<file path="src/hw/rtl/fed_pkg.sv">
// ----------------------------------------------------------------------------
// fed_pkg
// Shared types and constants of the flight event detector: mode codes,
// register indexes, register reset values and the configuration struct.
// ----------------------------------------------------------------------------
package fed_pkg;

    // altitude window depth, range 2 to 32
    localparam int WINDOW_DEPTH = 8;
    localparam int POS_W        = $clog2(WINDOW_DEPTH);

    // field widths
    localparam int SAMPLE_W = 24;
    localparam int MODE_W   = 2;
    localparam int LIMIT_W  = 16;
    localparam int HOLD_W   = 4;
    localparam int CFG_W    = 24;
    localparam int CFG_IDX_W = 3;

    // hit counter saturation value
    localparam logic [HOLD_W-1:0] CNT_MAX = 4'd15;

    // check selected by the mode field
    typedef enum logic [MODE_W-1:0] {
        MODE_APOGEE  = 2'd0,
        MODE_LAND    = 2'd1,
        MODE_BURNOUT = 2'd2
    } mode_t;

    // register indexes
    localparam logic [CFG_IDX_W-1:0] REG_APOGEE_RISE_LIMIT   = 3'd0;
    localparam logic [CFG_IDX_W-1:0] REG_APOGEE_HOLD_COUNT   = 3'd1;
    localparam logic [CFG_IDX_W-1:0] REG_LAND_STILL_LIMIT    = 3'd2;
    localparam logic [CFG_IDX_W-1:0] REG_LAND_HOLD_COUNT     = 3'd3;
    localparam logic [CFG_IDX_W-1:0] REG_BURNOUT_ACCEL_LIMIT = 3'd4;
    localparam logic [CFG_IDX_W-1:0] REG_BURNOUT_HOLD_COUNT  = 3'd5;

    // register reset values (Q8 where fractional)
    localparam logic [LIMIT_W-1:0]         RST_APOGEE_RISE_LIMIT   = 16'd77;
    localparam logic [HOLD_W-1:0]          RST_APOGEE_HOLD_COUNT   = 4'd8;
    localparam logic [LIMIT_W-1:0]         RST_LAND_STILL_LIMIT    = 16'd26;
    localparam logic [HOLD_W-1:0]          RST_LAND_HOLD_COUNT     = 4'd4;
    localparam logic signed [SAMPLE_W-1:0] RST_BURNOUT_ACCEL_LIMIT = 24'sd2048;
    localparam logic [HOLD_W-1:0]          RST_BURNOUT_HOLD_COUNT  = 4'd3;

    // configuration seen by the detection logic
    typedef struct packed {
        logic [LIMIT_W-1:0]         apogee_rise_limit;
        logic [HOLD_W-1:0]          apogee_hold_count;
        logic [LIMIT_W-1:0]         land_still_limit;
        logic [HOLD_W-1:0]          land_hold_count;
        logic signed [SAMPLE_W-1:0] burnout_accel_limit;
        logic [HOLD_W-1:0]          burnout_hold_count;
    } cfg_t;

endpackage

</file>
<file path="src/hw/rtl/flight_event_detector_top.sv">
// ----------------------------------------------------------------------------
// flight_event_detector_top
// Apogee, landing and burnout detection on a stream of Q15.8 samples.
//
//   channel   dir  handshake                     payload
//   s_axis    in   s_axis_tvalid/s_axis_tready   tdata: sample, tuser: mode
//   m_axis    out  m_axis_tvalid/m_axis_tready   tdata: detected
//   cfg       in   cfg_wr_en                     cfg_index, cfg_wdata
//
// One sample per clock is sustained while the output is not stalled; an
// accepted sample passes the input register and then the result register.
// The whole per-sample update is combinational between those registers.
// Reset clears the counters and restores register defaults; the altitude
// window needs no clearing. A stalled output holds the pipeline in place.
// ----------------------------------------------------------------------------
module flight_event_detector_top
    import fed_pkg::*;
(
    input  logic                 clk,
    input  logic                 rst_n,
    // slave side
    input  logic                 s_axis_tvalid,
    output logic                 s_axis_tready,
    input  logic [23:0]          s_axis_tdata,   // [23:0] sample
    input  logic [1:0]           s_axis_tuser,   // [1:0] mode
    // master side
    output logic                 m_axis_tvalid,
    input  logic                 m_axis_tready,
    output logic [7:0]           m_axis_tdata,   // [0] detected, [7:1] zero
    // configuration writes
    input  logic                 cfg_wr_en,
    input  logic [CFG_IDX_W-1:0] cfg_index,
    input  logic [CFG_W-1:0]     cfg_wdata
);

    cfg_t                       cfg_reg;
    logic                       in_valid_reg, in_valid_next;
    logic [MODE_W-1:0]          mode_reg;
    logic signed [SAMPLE_W-1:0] sample_reg;
    logic                       out_valid_reg, out_valid_next;
    logic                       det_reg;
    logic                       det;
    logic                       advance;
    logic                       in_accept;

    // pipeline handshake
    always_comb
    begin
        advance        = in_valid_reg && (!out_valid_reg || m_axis_tready);
        s_axis_tready  = !in_valid_reg || advance;
        in_accept      = s_axis_tvalid && s_axis_tready;
        in_valid_next  = in_accept ? 1'b1 : (advance ? 1'b0 : in_valid_reg);
        out_valid_next = advance ? 1'b1 : (m_axis_tready ? 1'b0 : out_valid_reg);
        m_axis_tvalid  = out_valid_reg;
        m_axis_tdata   = {7'd0, det_reg};
    end

    always_ff @(posedge clk or negedge rst_n)
    begin
        if (!rst_n)
        begin
            in_valid_reg  <= 1'b0;
            out_valid_reg <= 1'b0;
        end
        else
        begin
            in_valid_reg  <= in_valid_next;
            out_valid_reg <= out_valid_next;
        end
    end

    // input and result words
    always_ff @(posedge clk)
    begin
        if (in_accept)
        begin
            mode_reg   <= s_axis_tuser;
            sample_reg <= s_axis_tdata;
        end
        if (advance)
        begin
            det_reg <= det;
        end
    end

    // configuration registers
    always_ff @(posedge clk or negedge rst_n)
    begin
        if (!rst_n)
        begin
            cfg_reg.apogee_rise_limit   <= RST_APOGEE_RISE_LIMIT;
            cfg_reg.apogee_hold_count   <= RST_APOGEE_HOLD_COUNT;
            cfg_reg.land_still_limit    <= RST_LAND_STILL_LIMIT;
            cfg_reg.land_hold_count     <= RST_LAND_HOLD_COUNT;
            cfg_reg.burnout_accel_limit <= RST_BURNOUT_ACCEL_LIMIT;
            cfg_reg.burnout_hold_count  <= RST_BURNOUT_HOLD_COUNT;
        end
        else if (cfg_wr_en)
        begin
            unique case (cfg_index)
                REG_APOGEE_RISE_LIMIT:   cfg_reg.apogee_rise_limit   <= cfg_wdata[LIMIT_W-1:0];
                REG_APOGEE_HOLD_COUNT:   cfg_reg.apogee_hold_count   <= cfg_wdata[HOLD_W-1:0];
                REG_LAND_STILL_LIMIT:    cfg_reg.land_still_limit    <= cfg_wdata[LIMIT_W-1:0];
                REG_LAND_HOLD_COUNT:     cfg_reg.land_hold_count     <= cfg_wdata[HOLD_W-1:0];
                REG_BURNOUT_ACCEL_LIMIT: cfg_reg.burnout_accel_limit <= cfg_wdata[SAMPLE_W-1:0];
                REG_BURNOUT_HOLD_COUNT:  cfg_reg.burnout_hold_count  <= cfg_wdata[HOLD_W-1:0];
                default:
                begin
                    // unmapped index, write dropped
                end
            endcase
        end
    end

    // detection logic and state
    fed_core u_core (
        .clk      (clk),
        .rst_n    (rst_n),
        .step_en  (advance),
        .mode     (mode_reg),
        .sample   (sample_reg),
        .cfg      (cfg_reg),
        .detected (det)
    );

endmodule

</file>
<file path="src/hw/rtl/fed_core.sv">
// ----------------------------------------------------------------------------
// fed_core
// Detector state (altitude window, shared hit counter, last moving altitude)
// and the combinational apogee, landing and burnout checks.
// ----------------------------------------------------------------------------
module fed_core
    import fed_pkg::*;
(
    input  logic                       clk,
    input  logic                       rst_n,
    input  logic                       step_en,
    input  logic [MODE_W-1:0]          mode,
    input  logic signed [SAMPLE_W-1:0] sample,
    input  cfg_t                       cfg,
    output logic                       detected
);

    logic signed [SAMPLE_W-1:0] window_reg [WINDOW_DEPTH];
    logic [POS_W-1:0]           pos_reg, pos_next;
    logic                       full_reg, full_next;
    logic [HOLD_W-1:0]          cnt_reg, cnt_next;
    logic signed [SAMPLE_W-1:0] last_alt_reg, last_alt_next;
    logic                       win_wr;

    logic signed [SAMPLE_W-1:0] oldest;
    logic signed [SAMPLE_W:0]   rise;
    logic signed [SAMPLE_W:0]   move;
    logic [SAMPLE_W:0]          move_abs;
    logic [POS_W-1:0]           pos_inc;
    logic [HOLD_W-1:0]          cnt_sat;
    logic [HOLD_W-1:0]          apo_cnt;
    logic                       rise_small;
    logic                       alt_still;
    logic                       accel_high;

    // shared arithmetic
    always_comb
    begin
        oldest     = window_reg[pos_reg];
        rise       = (SAMPLE_W+1)'(sample) - (SAMPLE_W+1)'(oldest);
        move       = (SAMPLE_W+1)'(sample) - (SAMPLE_W+1)'(last_alt_reg);
        move_abs   = move[SAMPLE_W] ? (SAMPLE_W+1)'(-move) : (SAMPLE_W+1)'(move);
        rise_small = rise < $signed({{(SAMPLE_W+1-LIMIT_W){1'b0}}, cfg.apogee_rise_limit});
        alt_still  = move_abs < {{(SAMPLE_W+1-LIMIT_W){1'b0}}, cfg.land_still_limit};
        accel_high = sample > cfg.burnout_accel_limit;
        pos_inc    = (pos_reg == POS_W'(WINDOW_DEPTH-1)) ? '0 : pos_reg + 1'b1;
        cnt_sat    = (cnt_reg == CNT_MAX) ? cnt_reg : cnt_reg + 1'b1;
        apo_cnt    = rise_small ? cnt_sat : '0;
    end

    // per-mode next state and event flag
    always_comb
    begin
        pos_next      = pos_reg;
        full_next     = full_reg;
        cnt_next      = cnt_reg;
        last_alt_next = last_alt_reg;
        win_wr        = 1'b0;
        detected      = 1'b0;
        unique case (mode)
            MODE_APOGEE:
            begin
                win_wr   = 1'b1;
                pos_next = pos_inc;
                if (!full_reg)
                begin
                    // filling the window, no counting
                    if (pos_reg == POS_W'(WINDOW_DEPTH-1))
                    begin
                        full_next = 1'b1;
                    end
                end
                else if (apo_cnt >= cfg.apogee_hold_count)
                begin
                    cnt_next = '0;
                    detected = 1'b1;
                end
                else
                begin
                    cnt_next = apo_cnt;
                end
            end
            MODE_LAND:
            begin
                if (cnt_reg >= cfg.land_hold_count)
                begin
                    cnt_next = '0;
                    detected = 1'b1;
                end
                else if (alt_still)
                begin
                    cnt_next = cnt_sat;
                end
                else
                begin
                    cnt_next      = '0;
                    last_alt_next = sample;
                end
            end
            MODE_BURNOUT:
            begin
                if (cnt_reg >= cfg.burnout_hold_count)
                begin
                    cnt_next = '0;
                    detected = 1'b1;
                end
                else
                begin
                    cnt_next = accel_high ? cnt_sat : '0;
                end
            end
            default:
            begin
                // unused mode leaves the state alone
            end
        endcase
    end

    // control state
    always_ff @(posedge clk or negedge rst_n)
    begin
        if (!rst_n)
        begin
            pos_reg      <= '0;
            full_reg     <= 1'b0;
            cnt_reg      <= '0;
            last_alt_reg <= '0;
        end
        else if (step_en)
        begin
            pos_reg      <= pos_next;
            full_reg     <= full_next;
            cnt_reg      <= cnt_next;
            last_alt_reg <= last_alt_next;
        end
    end

    // altitude window, written at the oldest entry
    always_ff @(posedge clk)
    begin
        if (step_en && win_wr)
        begin
            window_reg[pos_reg] <= sample;
        end
    end

endmodule
</file>
<file path="config.mk">
export PLATFORM = sky130hd
export DESIGN_NAME = flight_event_detector_top
export DESIGN_NICKNAME = d
export VERILOG_FILES = /design/src/hw/rtl/fed_pkg.sv /design/src/hw/rtl/flight_event_detector_top.sv /design/src/hw/rtl/fed_core.sv
export SDC_FILE = /design/constraint.sdc
export NUM_CORES = 1
export LEC_CHECK = 0
export BUFFER_PORTS_ARGS = -buffer_cell sky130_fd_sc_hd__buf_4
export CORE_UTILIZATION = 55
export DETAILED_ROUTE_END_ITERATION = 10
export GPL_TIMING_DRIVEN = 1
export PLACE_DENSITY = 0.74
export SYNTH_ARGS = -nofsm -noshare
export SYNTH_HDL_FRONTEND = slang
export SYNTH_SLANG_ARGS = --single-unit
</file>
<file path="constraint.sdc">
create_clock -name clk -period 6.7 [get_ports clk]
set_clock_uncertainty 0.1 [all_clocks]
set_input_delay 1.34 -clock clk [delete_from_list [all_inputs] [get_ports clk]]
set_output_delay 1.34 -clock clk [all_outputs]
set_load 0.01 [all_outputs]
</file>
Yosys cells after proc, flatten, opt, wreduce, memory -nomap -nowiden --
Memories as Yosys holds them, arrays and structs flattened. Index checks and enable logic that the tools add are counted.
Operators by class: add/subtract/negate cells 5, order comparisons 6, equality and inequality tests 10, muxes and demuxes 25, bitwise logic cells 2, reductions and logical operators 21
Operators with widths (count):
- subtractor 24 x 24 -> 25 bit | 2
- two-way mux 4 bit | 8
- < comparator 25 x 16 -> 1 bit | 1
- < comparator 25 x 17 -> 1 bit | 1
- two-way mux 25 bit | 1
- negator 25 bit | 1
- > comparator 24 bit | 1
- AND reduction 2 bit | 7
- two-way mux 1 bit | 13
- >= comparator 4 bit | 3
- case mux 4 bit (3 select lines) | 1
- equality test 3 bit (second input constant) | 3
- equality test 3 x 2 -> 1 bit (second input constant) | 2
- adder 4 x 1 -> 4 bit (second input constant) | 1
- equality test 4 bit (second input constant) | 1
- AND reduction 4 bit | 1
- nonzero test 2 bit | 2
- adder 3 x 1 -> 3 bit (second input constant) | 1
- equality test 3 x 1 -> 1 bit (second input constant) | 1
- logical AND 1 bit | 3
- zero test 3 bit | 1
- two-way mux 3 bit | 1
- case mux 1 bit (3 select lines) | 1
- AND reduction 3 bit | 1
- 8 further kinds | 11
Storage, ports and cells: bits in registers 129, RAM bits 192, output and inout bits 10, word-level logic and storage cells 85, memories 1
Memory list:
- u_core.window_reg | words 8, bits a word 24, rd ports 1, clocked after memory_dff 0, wr ports 1, RTL line fed_core.sv:18 | logic signed [SAMPLE_W-1:0] window_reg [WINDOW_DEPTH];

Depth between registers and ports, before layout --
Gate-level depths: netlist (run 1). An unclocked memory read counts as a cell.
depth in word-level cells 8, mapped depth 33, gate-level depth less buffers 31

Cells and area by module --
Synthesis (run 1) repeated with hierarchy kept, for this count alone.
Unflattened totals: cells, all modules 1388, area total of the unflattened synthesis 17361.7 um^2
By module, submodules not included:
- fed_core | times used 1, cells each 1196, area each 13618.1 um^2, seq. area each 6566.3 um^2
- flight_event_detector_top | times used 1, cells each 192, area each 3743.6 um^2, seq. area each 2577.5 um^2

Least setup slack after synthesis (run 1) --
OpenSTA, ideal clock, no wires.
path type flip-flop to flip-flop, from register u_core.pos_reg[2], to register u_core.cnt_reg[0], arrival time 6.456 ns, data required time 6.458 ns, setup slack 0.002 ns, cell stages (with the launch flop) 33, path through dfrtp_1 clkbuf_1 nor3b_1 clkbuf_1 clkbuf_1 a22oi_1 and3_1 ha_1 o211ai_1 a21oi_1 o41ai_1 nor2b_1 o21ai_0 a21oi_1 o21ai_0 nand2b_1 xor2_1 ha_1 a21oi_1 o21ai_0 o2111ai_1 o2111ai_1 a211o_1 o31ai_1 nand2_1 ha_1 nand2b_1 a21o_1 a21o_1 a21oi_1 nor2b_1 a221oi_1 a21oi_1
Between the ends: cells in the longest elaborated chain, start to end 8
Ends and longest elaborated chain:
- start, declared | RTL line fed_core.sv:19 | logic [POS_W-1:0] pos_reg, pos_next;
- start signal, assigned | RTL line fed_core.sv:131 | pos_reg <= pos_next;
- memory (8 x 24 bit) *
- subtractor 24 x 24 -> 25 bit * | RTL line fed_core.sv:40 | rise = (SAMPLE_W+1)'(sample) - (SAMPLE_W+1)'(oldest);
- < comparator 25 x 17 -> 1 bit * | RTL line fed_core.sv:43 | rise_small = rise < $signed({{(SAMPLE_W+1-LIMIT_W){1'b0}}, cfg.apogee_rise_limit});
- two-way mux 4 bit * | RTL line fed_core.sv:48 | apo_cnt = rise_small ? cnt_sat : '0;
- >= comparator 4 bit | RTL line fed_core.sv:73 | else if (apo_cnt >= cfg.apogee_hold_count)
- two-way mux 4 bit * | RTL line fed_core.sv:73
- two-way mux 4 bit * | RTL line fed_core.sv:65 | if (!full_reg)
- case mux 4 bit (3 select lines) * | RTL line fed_core.sv:60 | unique case (mode)
- end signal, assigned | RTL line fed_core.sv:133 | cnt_reg <= cnt_next;
- end, declared | RTL line fed_core.sv:21 | logic [HOLD_W-1:0] cnt_reg, cnt_next;
Every way passes the cells marked *; elsewhere a longest branch is shown, timed or not. The select of a mux whose other input is x is not followed. A chain may end at the register's enable or synchronous reset.

Worst setup path in the final report (run 1) --
from register u_core.pos_reg[0], to register u_core.cnt_reg[2]
The elaborated chain is that of the path after synthesis.

==> metrics.md, run 1 <==
| Metric | Value |
|---|---|
| Maximum fanout along the worst path | 9 |
| DP Area | ~18,000 µm² |
| Status | finished clean |
| Layout cell share with drive strength beyond 1 | between 15 and 20% |
| Leak | 7.771 nW |
| Slew Limit Fails | 0 |
| DR iter-0 viols | 1,152 |
| Design Area, Final | ~19,000 µm² |
| Register area share after synthesis | between 50 and 60% |
| Antenna violations before repair | 0 |
| Post-synth top cells | edfxtp_1, ha_1, inv_1 |
| Tmin final | approximately 6.4 ns |
| DRT Pass-1 Iters | 5 |
| Main flop type after synthesis | edfxtp_1 |
| Pre-CTS setup slack | -0.2160 ns |
| Critical Path RT | 7.03 ns |
| Combinational Power Share | a little over half |
| Post-Layout Cell Count | 1,988 |
| Max-cap violation count | 0 |
| Placed Cells | roughly 1,900 |
| Die height | ~180 µm |
| Core area | between 20,000 and 30,000 µm² |
| Clock share of power | 20.0% |
| Max Clk Rate | between 0.15 and 0.2 GHz |
| Synth Warn # | 0 |
| # rows | 63 |
| Slew @ Worst Pin | a little over 0.9 ns |
| Area grow syn2layout | 15.21% |
| Top-count cell post-synth | edfxtp_1 |
| Post-synth top area share | roughly two fifths |
| Critical path endpoint category | flop |
| GRT Overall Usage | between 20 and 30% |
| Drt total wl | 43,710 µm |
| Dpl hpwl | 30,990 µm |
| Seq pwr share | 27.3% |
| Cts hold-fix bufs | 0 |
| Distinct cells, synth | 80 |
| Die W | about 180 µm |
| Max reg flops | between 150 and 200 |
| # IOs | a little under 70 |
| Post-Syn Area | between 15,000 and 20,000 µm² |
| GP Congestion | between 0.9 and 1 |
| Cell internal pwr | about 5.5 mW |
| Critical path type | flop to flop |
| Fin nets | approximately 1,800 |
| Endpoints failing setup | 0 |
| PwrDens | between 400 and 500 nW/µm² |
| PortBufs | 60 |
| Setup TNS | 0 ns |
| Global-route wire length before repair | between 60,000 and 70,000 µm |
| Hold crit path type | flop to flop |
| CTS tree | done |
| Average size of a mapped cell | between 10 and 15 µm² |
| Worst setup SP type | flop |
| Number of CTS-inserted buffers | 35 |
| Final hold vios | 0 |
| Root Driver | clkbuf_16 |
| Wire per inst | around 22 µm |
| Vias per inst | approximately 6.2 |
| Seq cells post-synth | 321 |
| H-tree levels | 2 |
| Slowest stage cell on the critical path | dfrtp_2 |
| Via count | 12,280 |
| Period utilization | between 90% and 100% |
| Total power | 9.111 mW |
| Initial Util | around 56% |
| Worst-Skew Late Latency | ~0.52 ns |
| Clock Tree Buf Depth | 3 |
| # diodes | 0 |
| Dominant cell type by area after synthesis | edfxtp_1 |
| VDD IR-drop max | roughly 0.36 mV |
| CTS sink cnt | ~320 |
| Vias in the first global route | roughly 12,000 |
| Clock transition at path regs | around 0.060 ns |
| Ys async rst share | a little under a third |
| Die ar. | 31,300 µm² |
| Switching pwr | 3.642 mW |
| Crit path arrival time | around 6.8 ns |
| Post-synth EDFFs | about 220 |
| Residual DRC | 0 |
| Dominant cells by area after synthesis | edfxtp_1, dfrtp_1, ha_1, o21ai_0, inv_1 |
| Largest net degree at the start of global routing | 56 |
| Switch share | around 40% |
| Cells after synthesis | approximately 1,400 |
| Max_slew headroom | roughly two fifths |
| CP max stage delay | about 0.47 ns |
| Gr ovfl total | 0 |
| Setup ws final | around 0.28 ns |
| Post-DRT Antenna Nets | 0 |
==> logic make-up (layout without fill, tap and decap cells) <==
family / after synthesis / after routing / share of synthesized area [%]
xor gates and xnor gates: 47 / 47 / 2.536
buffers and inverters: 171 / 315 / 4.156
DFF: 321 / 321 / 54.34
and+or+nand+nor: 327 / 327 / 9.882
other: 1 / 7 / 0.02229
muxes: 44 / 44 / 2.892
AOI/OAI and AO/OA: 412 / 412 / 16.79
adders and majority gates: 125 / 125 / 9.384
==> stage by stage <==
stage | hold slack, ns | util (%)
final | 0.3906 | 64.89
after global placement | 0.3736 | 60.46
after floorplan | 0.3414 | -
after detailed placement | 0.3813 | 60.46
after global routing | 0.4056 | 64.89
after CTS | 0.3935 | 64.16
==> cells in the final DEF (no fill, tap or decap), types with 19 or more instances in the layout <==
cell	synthesis	layout
and3_1	40	40
dfrtp_1	90	87
buf_4	8	133
mux2_1	19	19
a22oi_1	52	52
a221oi_1	26	23
nand2_1	106	106
ha_1	123	120
xnor2_1	27	27
nor2_1	57	56
edfxtp_1	219	219
nand4_1	20	20
inv_1	114	114
a21oi_1	74	69
clkbuf_16	0	35
a21o_1	29	29
o21ai_0	101	100
a22o_1	22	22
==> layer usage <==
| layer | part of all wire [%] | GRT usage (%) | up-vias | wire length [µm] |
|---|---|---|---|---|
| met4 | 3.0 | 8.297 | 0 | 1314 |
| met3 | 7.0 | 5.155 | 90 | 3041 |
| met1 | 42 | 37.61 | 6069 | 18180 |
| li1 | - | - | 5681 | - |
| met2 | 48 | 47.09 | 436 | 21180 |
| met5 | 0 | 0 | - | 0 |
==> final timing paths <==
path / cells after the start / slack [ns] / endpoint / from
worst max-delay path: 32 / 0.28 / u_core.cnt_reg[2] / u_core.pos_reg[0]
worst min-delay path: 1 / 0.39 / u_core.last_alt_reg[5] / u_core.last_alt_reg[5]
worst max register to register: 32 / 0.28 / u_core.cnt_reg[2] / u_core.pos_reg[0]
worst min register to register: 1 / 0.39 / u_core.last_alt_reg[5] / u_core.last_alt_reg[5]
max in group asynchronous: 2 / 4.58 / u_core.pos_reg[1] / rst_n
min in group asynchronous: 1 / 0.73 / u_core.last_alt_reg[17] / rst_n
==> worst max-delay path, delay by kind of cell (launching register included) <==
family	cells	cell delay, ns
AOI/OAI and AO/OA	19	3.50
xor gates and xnor gates	1	0.14
adders and majority gates	3	0.78
buffers and inverters	2	0.34
DFF	1	0.47
and+or+nand+nor	7	1.01
==> final cells by class <==
| class | instances | area [µm²] |
|---|---|---|
| fill | 2234 | 10490 |
| sequential | 321 | 9148 |
| multi-input combinational | 962 | 7194 |
| timing repair buffer | 137 | 1040 |
| clock buffer | 44 | 909.6 |
| tap | 390 | 488.0 |
| inverter | 115 | 431.7 |
| clock inverter | 19 | 175.2 |
==> power groups by stage <==
| stage | Sequential (mW) | Clock (mW) | Combinational [mW] |
|---|---|---|---|
| finish | 2.49 | 1.82 | 4.80 |
| floorplan | 2.49 | 0 | 3.37 |
| CTS | 2.50 | 1.85 | 4.55 |
| global placement | 2.52 | 0 | 4.37 |
| global route | 2.51 | 1.93 | 5.31 |
| detailed placement | 2.53 | 0 | 4.49 |
==> timing repair <==
action | in CTS | in global routing
endpoints found under the setup margin | 5 | 5
resized for setup | 4 | 29
pin swaps | 0 | 11
setup buffers | 0 | 14
Note: power is estimated with default switching activity, not from simulation.
==> run 2, diff against run 1 <==
--- a/config.mk
+++ b/config.mk
@@ -6,10 +6,10 @@
 export NUM_CORES = 1
 export LEC_CHECK = 0
 export BUFFER_PORTS_ARGS = -buffer_cell sky130_fd_sc_hd__buf_4
-export CORE_UTILIZATION = 55
+export CORE_UTILIZATION = 45
 export DETAILED_ROUTE_END_ITERATION = 10
 export GPL_TIMING_DRIVEN = 1
-export PLACE_DENSITY = 0.74
+export PLACE_DENSITY = 0.63
 export SYNTH_ARGS = -nofsm -noshare
 export SYNTH_HDL_FRONTEND = slang
 export SYNTH_SLANG_ARGS = --single-unit
==> run 2 against run 1 <==
Net effect: sequential share of layout area down 0.79 points; power is 4.0% higher; setup slack gained 0.074 ns; wire length rose by 5.4%; clock power increased by 15%; design area increased by 1.7%; sequential cell count did not move; worst hold slack got worse by 0.0058 ns.
==> metrics.md, run 2 (same netlist as run 1, synthesis figures left out) <==
| Metric | Value |
|---|---|
| Status | finished clean (unchanged) |
| Slowest stage cell on the critical path | dfrtp_2 (unchanged) |
| VDD IR-drop max | 0.3260 mV (was 0.3605 mV) |
| Slew @ Worst Pin | 1.044 ns (was 0.9074 ns) |
| Largest net degree at the start of global routing | 81 (was 56) |
| DRT Pass-1 Iters | 5 (unchanged) |
| Worst setup SP type | flop (unchanged) |
| CP max stage delay | 0.45 ns (was 0.47 ns) |
| Core area | 36,700 µm² (was 29,870 µm²) |
| Via count | 12,170 (was 12,280) |
| Most frequent cells in the layout | edfxtp_1, buf_4, ha_1 (unchanged) |
| Die ar. | 38,170 µm² (was 31,300 µm²) |
| Hold crit path type | flop to flop (unchanged) |
| Hold path start | u_core.full_reg (was u_core.last_alt_reg[5]) |
| # rows | 70 (was 63) |
| Slew Limit Fails | 0 (unchanged) |
| Dpl hpwl | 32,330 µm (was 30,990 µm) |
| R2R Setup Slk | 0.35 ns (was 0.28 ns) |
| Max_slew headroom | 30.41% (was 38.68%) |
| Most common cell after layout, fill and taps aside | edfxtp_1 (unchanged) |
| CTS sink cnt | 321 (unchanged) |
| Layout cell share with drive strength beyond 1 | 17.35% (was 17.21%) |
| R2R Path End | u_core.cnt_reg[2] (unchanged) |
| Worst-Skew Late Latency | 0.54 ns (was 0.52 ns) |
| Critical path endpoint category | flop (unchanged) |
| Drt total wl | 46,060 µm (was 43,710 µm) |
| Area grow syn2layout | 17.18% (was 15.21%) |
| Setup ws final | 0.3520 ns (was 0.2778 ns) |
| Hold path cells | 1 (unchanged) |
| Maximum fanout along the worst path | 6 (was 9) |
| Global-route wire length before repair | 69,920 µm (was 66,510 µm) |
| Final hold vios | 0 (unchanged) |
| Max reg flops | 192 (unchanged) |
| Vias in the first global route | 12,030 (was 11,930) |
| Leak | 7.867 nW (was 7.771 nW) |
| Antenna violations before repair | 0 (unchanged) |
| Setup TNS | 0 ns (unchanged) |
| Initial Util | 45.85% (was 56.33%) |
| PwrDens | 480.3 nW/µm² (was 470.0 nW/µm²) |
| # IOs | 68 (unchanged) |
| Worst Path Buf+Inv | 3 (was 2) |
| GP Congestion | 0.9042 (was 0.9294) |
| Residual DRC | 0 (unchanged) |
| Crit path arrival time | 6.69 ns (was 6.75 ns) |
| Die height | 195.4 µm (was 176.9 µm) |
| Critical Path Stages | 32 (unchanged) |
| Critical Path RT | 7.04 ns (was 7.03 ns) |
| DR iter-0 viols | 921 (was 1,152) |
| Root Driver | clkbuf_16 (unchanged) |
| Vias per inst | 5.872 (was 6.175) |
| Max Clk Rate | 0.1575 GHz (was 0.1557 GHz) |
| Placed Cells | 1,989 (was 1,911) |
| Post-Layout Cell Count | 2,072 (was 1,988) |
| H-tree levels | 2 (unchanged) |
| Tmin final | 6.348 ns (was 6.422 ns) |
| Max-cap violation count | 0 (unchanged) |
| Clock Tree Buf Depth | 3 (unchanged) |
| Critical path type | flop to flop (unchanged) |
| Wire per inst | 22.23 µm (was 21.99 µm) |
| Period utilization | 94.75% (was 95.85%) |
| Hold EP | u_core.full_reg (was u_core.last_alt_reg[5]) |
| Gr ovfl total | 0 (unchanged) |
| Pre-CTS setup slack | -0.09074 ns (was -0.2160 ns) |
| PortBufs | 60 (unchanged) |
| CTS tree | done (unchanged) |
| Number of CTS-inserted buffers | 36 (was 35) |
| Die W | 195.4 µm (was 176.9 µm) |
| Post-DRT Antenna Nets | 0 (unchanged) |
| CP delay by family, top | compound AO/OA/AOI/OAI gates (unchanged) |
| R2R depth | 32 (unchanged) |
| Endpoints failing setup | 0 (unchanged) |
| RR Startpoint | u_core.pos_reg[2] (was u_core.pos_reg[0]) |
| Clock transition at path regs | 0.06 ns (about the same) |
| GRT Overall Usage | 24.26% (was 28.23%) |
| Fin nets | 1,759 (was 1,755) |
run 2: timing repair:
action                                  CTS  global route
hold buffers                              0             0
endpoints found under the setup margin    4             5
gates resized for setup                   4            38
hold endpoints to repair                  0             0
pin swaps                                 0            21
gates cloned                              0             0
setup buffers                             2            15
run 2: power breakdown:
group          internal [mW]  switching [mW]  total [mW]
Combinational           2.09            2.81        4.89
Sequential              2.37           0.117        2.49
Clock                   1.30           0.797        2.09
run 2: worst reg2reg max path, delay by kind of cell (launching register included):
family,cells,cell delay [ns]
AND/OR/NAND/NOR,6,1.06
buffers and inverters,3,0.49
flip-flops,1,0.45
adder cells (fa/ha/maj),3,0.79
XOR/XNOR,1,0.14
AO/OA/AOI/OAI,19,3.22
run 2: through the flow:
step | utilization [%] | area [µm²] | hold slack [ns] | total power, mW
CTS | 53.01 | 19450 | 0.3825 | 9.261
finish | 53.73 | 19720 | 0.3848 | 9.471
detailed placement | 49.54 | 18180 | 0.3718 | 7.122
global placement | 49.54 | 18180 | 0.3539 | 7.018
global route | 53.72 | 19710 | 0.4054 | 10.12
floorplan | - | 16850 | 0.3414 | 5.859
run 2: how the worst max path moves through the flow:
stage,slack (ns),endpoint,from
final,0.35,u_core.cnt_reg[2],u_core.pos_reg[2]
after global routing,-0.02,u_core.cnt_reg[2],u_core.pos_reg[2]
after CTS,0.01,u_core.cnt_reg[2],u_core.pos_reg[1]
after detailed placement,-0.09,u_core.cnt_reg[2],u_core.pos_reg[1]
after global placement,0.13,u_core.cnt_reg[2],u_core.pos_reg[1]
after floorplan,0.002,u_core.cnt_reg[0],u_core.pos_reg[2]
run 2: area by class of cell:
class / instances / area (µm²)
antenna: 2 / 5.005
multi-input combinational: 962 / 7189
tap: 468 / 585.6
timing repair buffer: 140 / 1107
inverter: 115 / 431.7
sequential: 321 / 9148
fill: 3074 / 16980
clock inverter: 12 / 187.7
clock buffer: 52 / 1064
run 2: metal layers:
metal / share of wire [%] / track usage (%) / vias up
li1: - / - / 5693
met1: 43 / 31.73 / 6030
met2: 49 / 41.94 / 365
met3: 5.0 / 2.832 / 78
met4: 2.7 / 7.874 / 0
met5: 0 / 0 / -
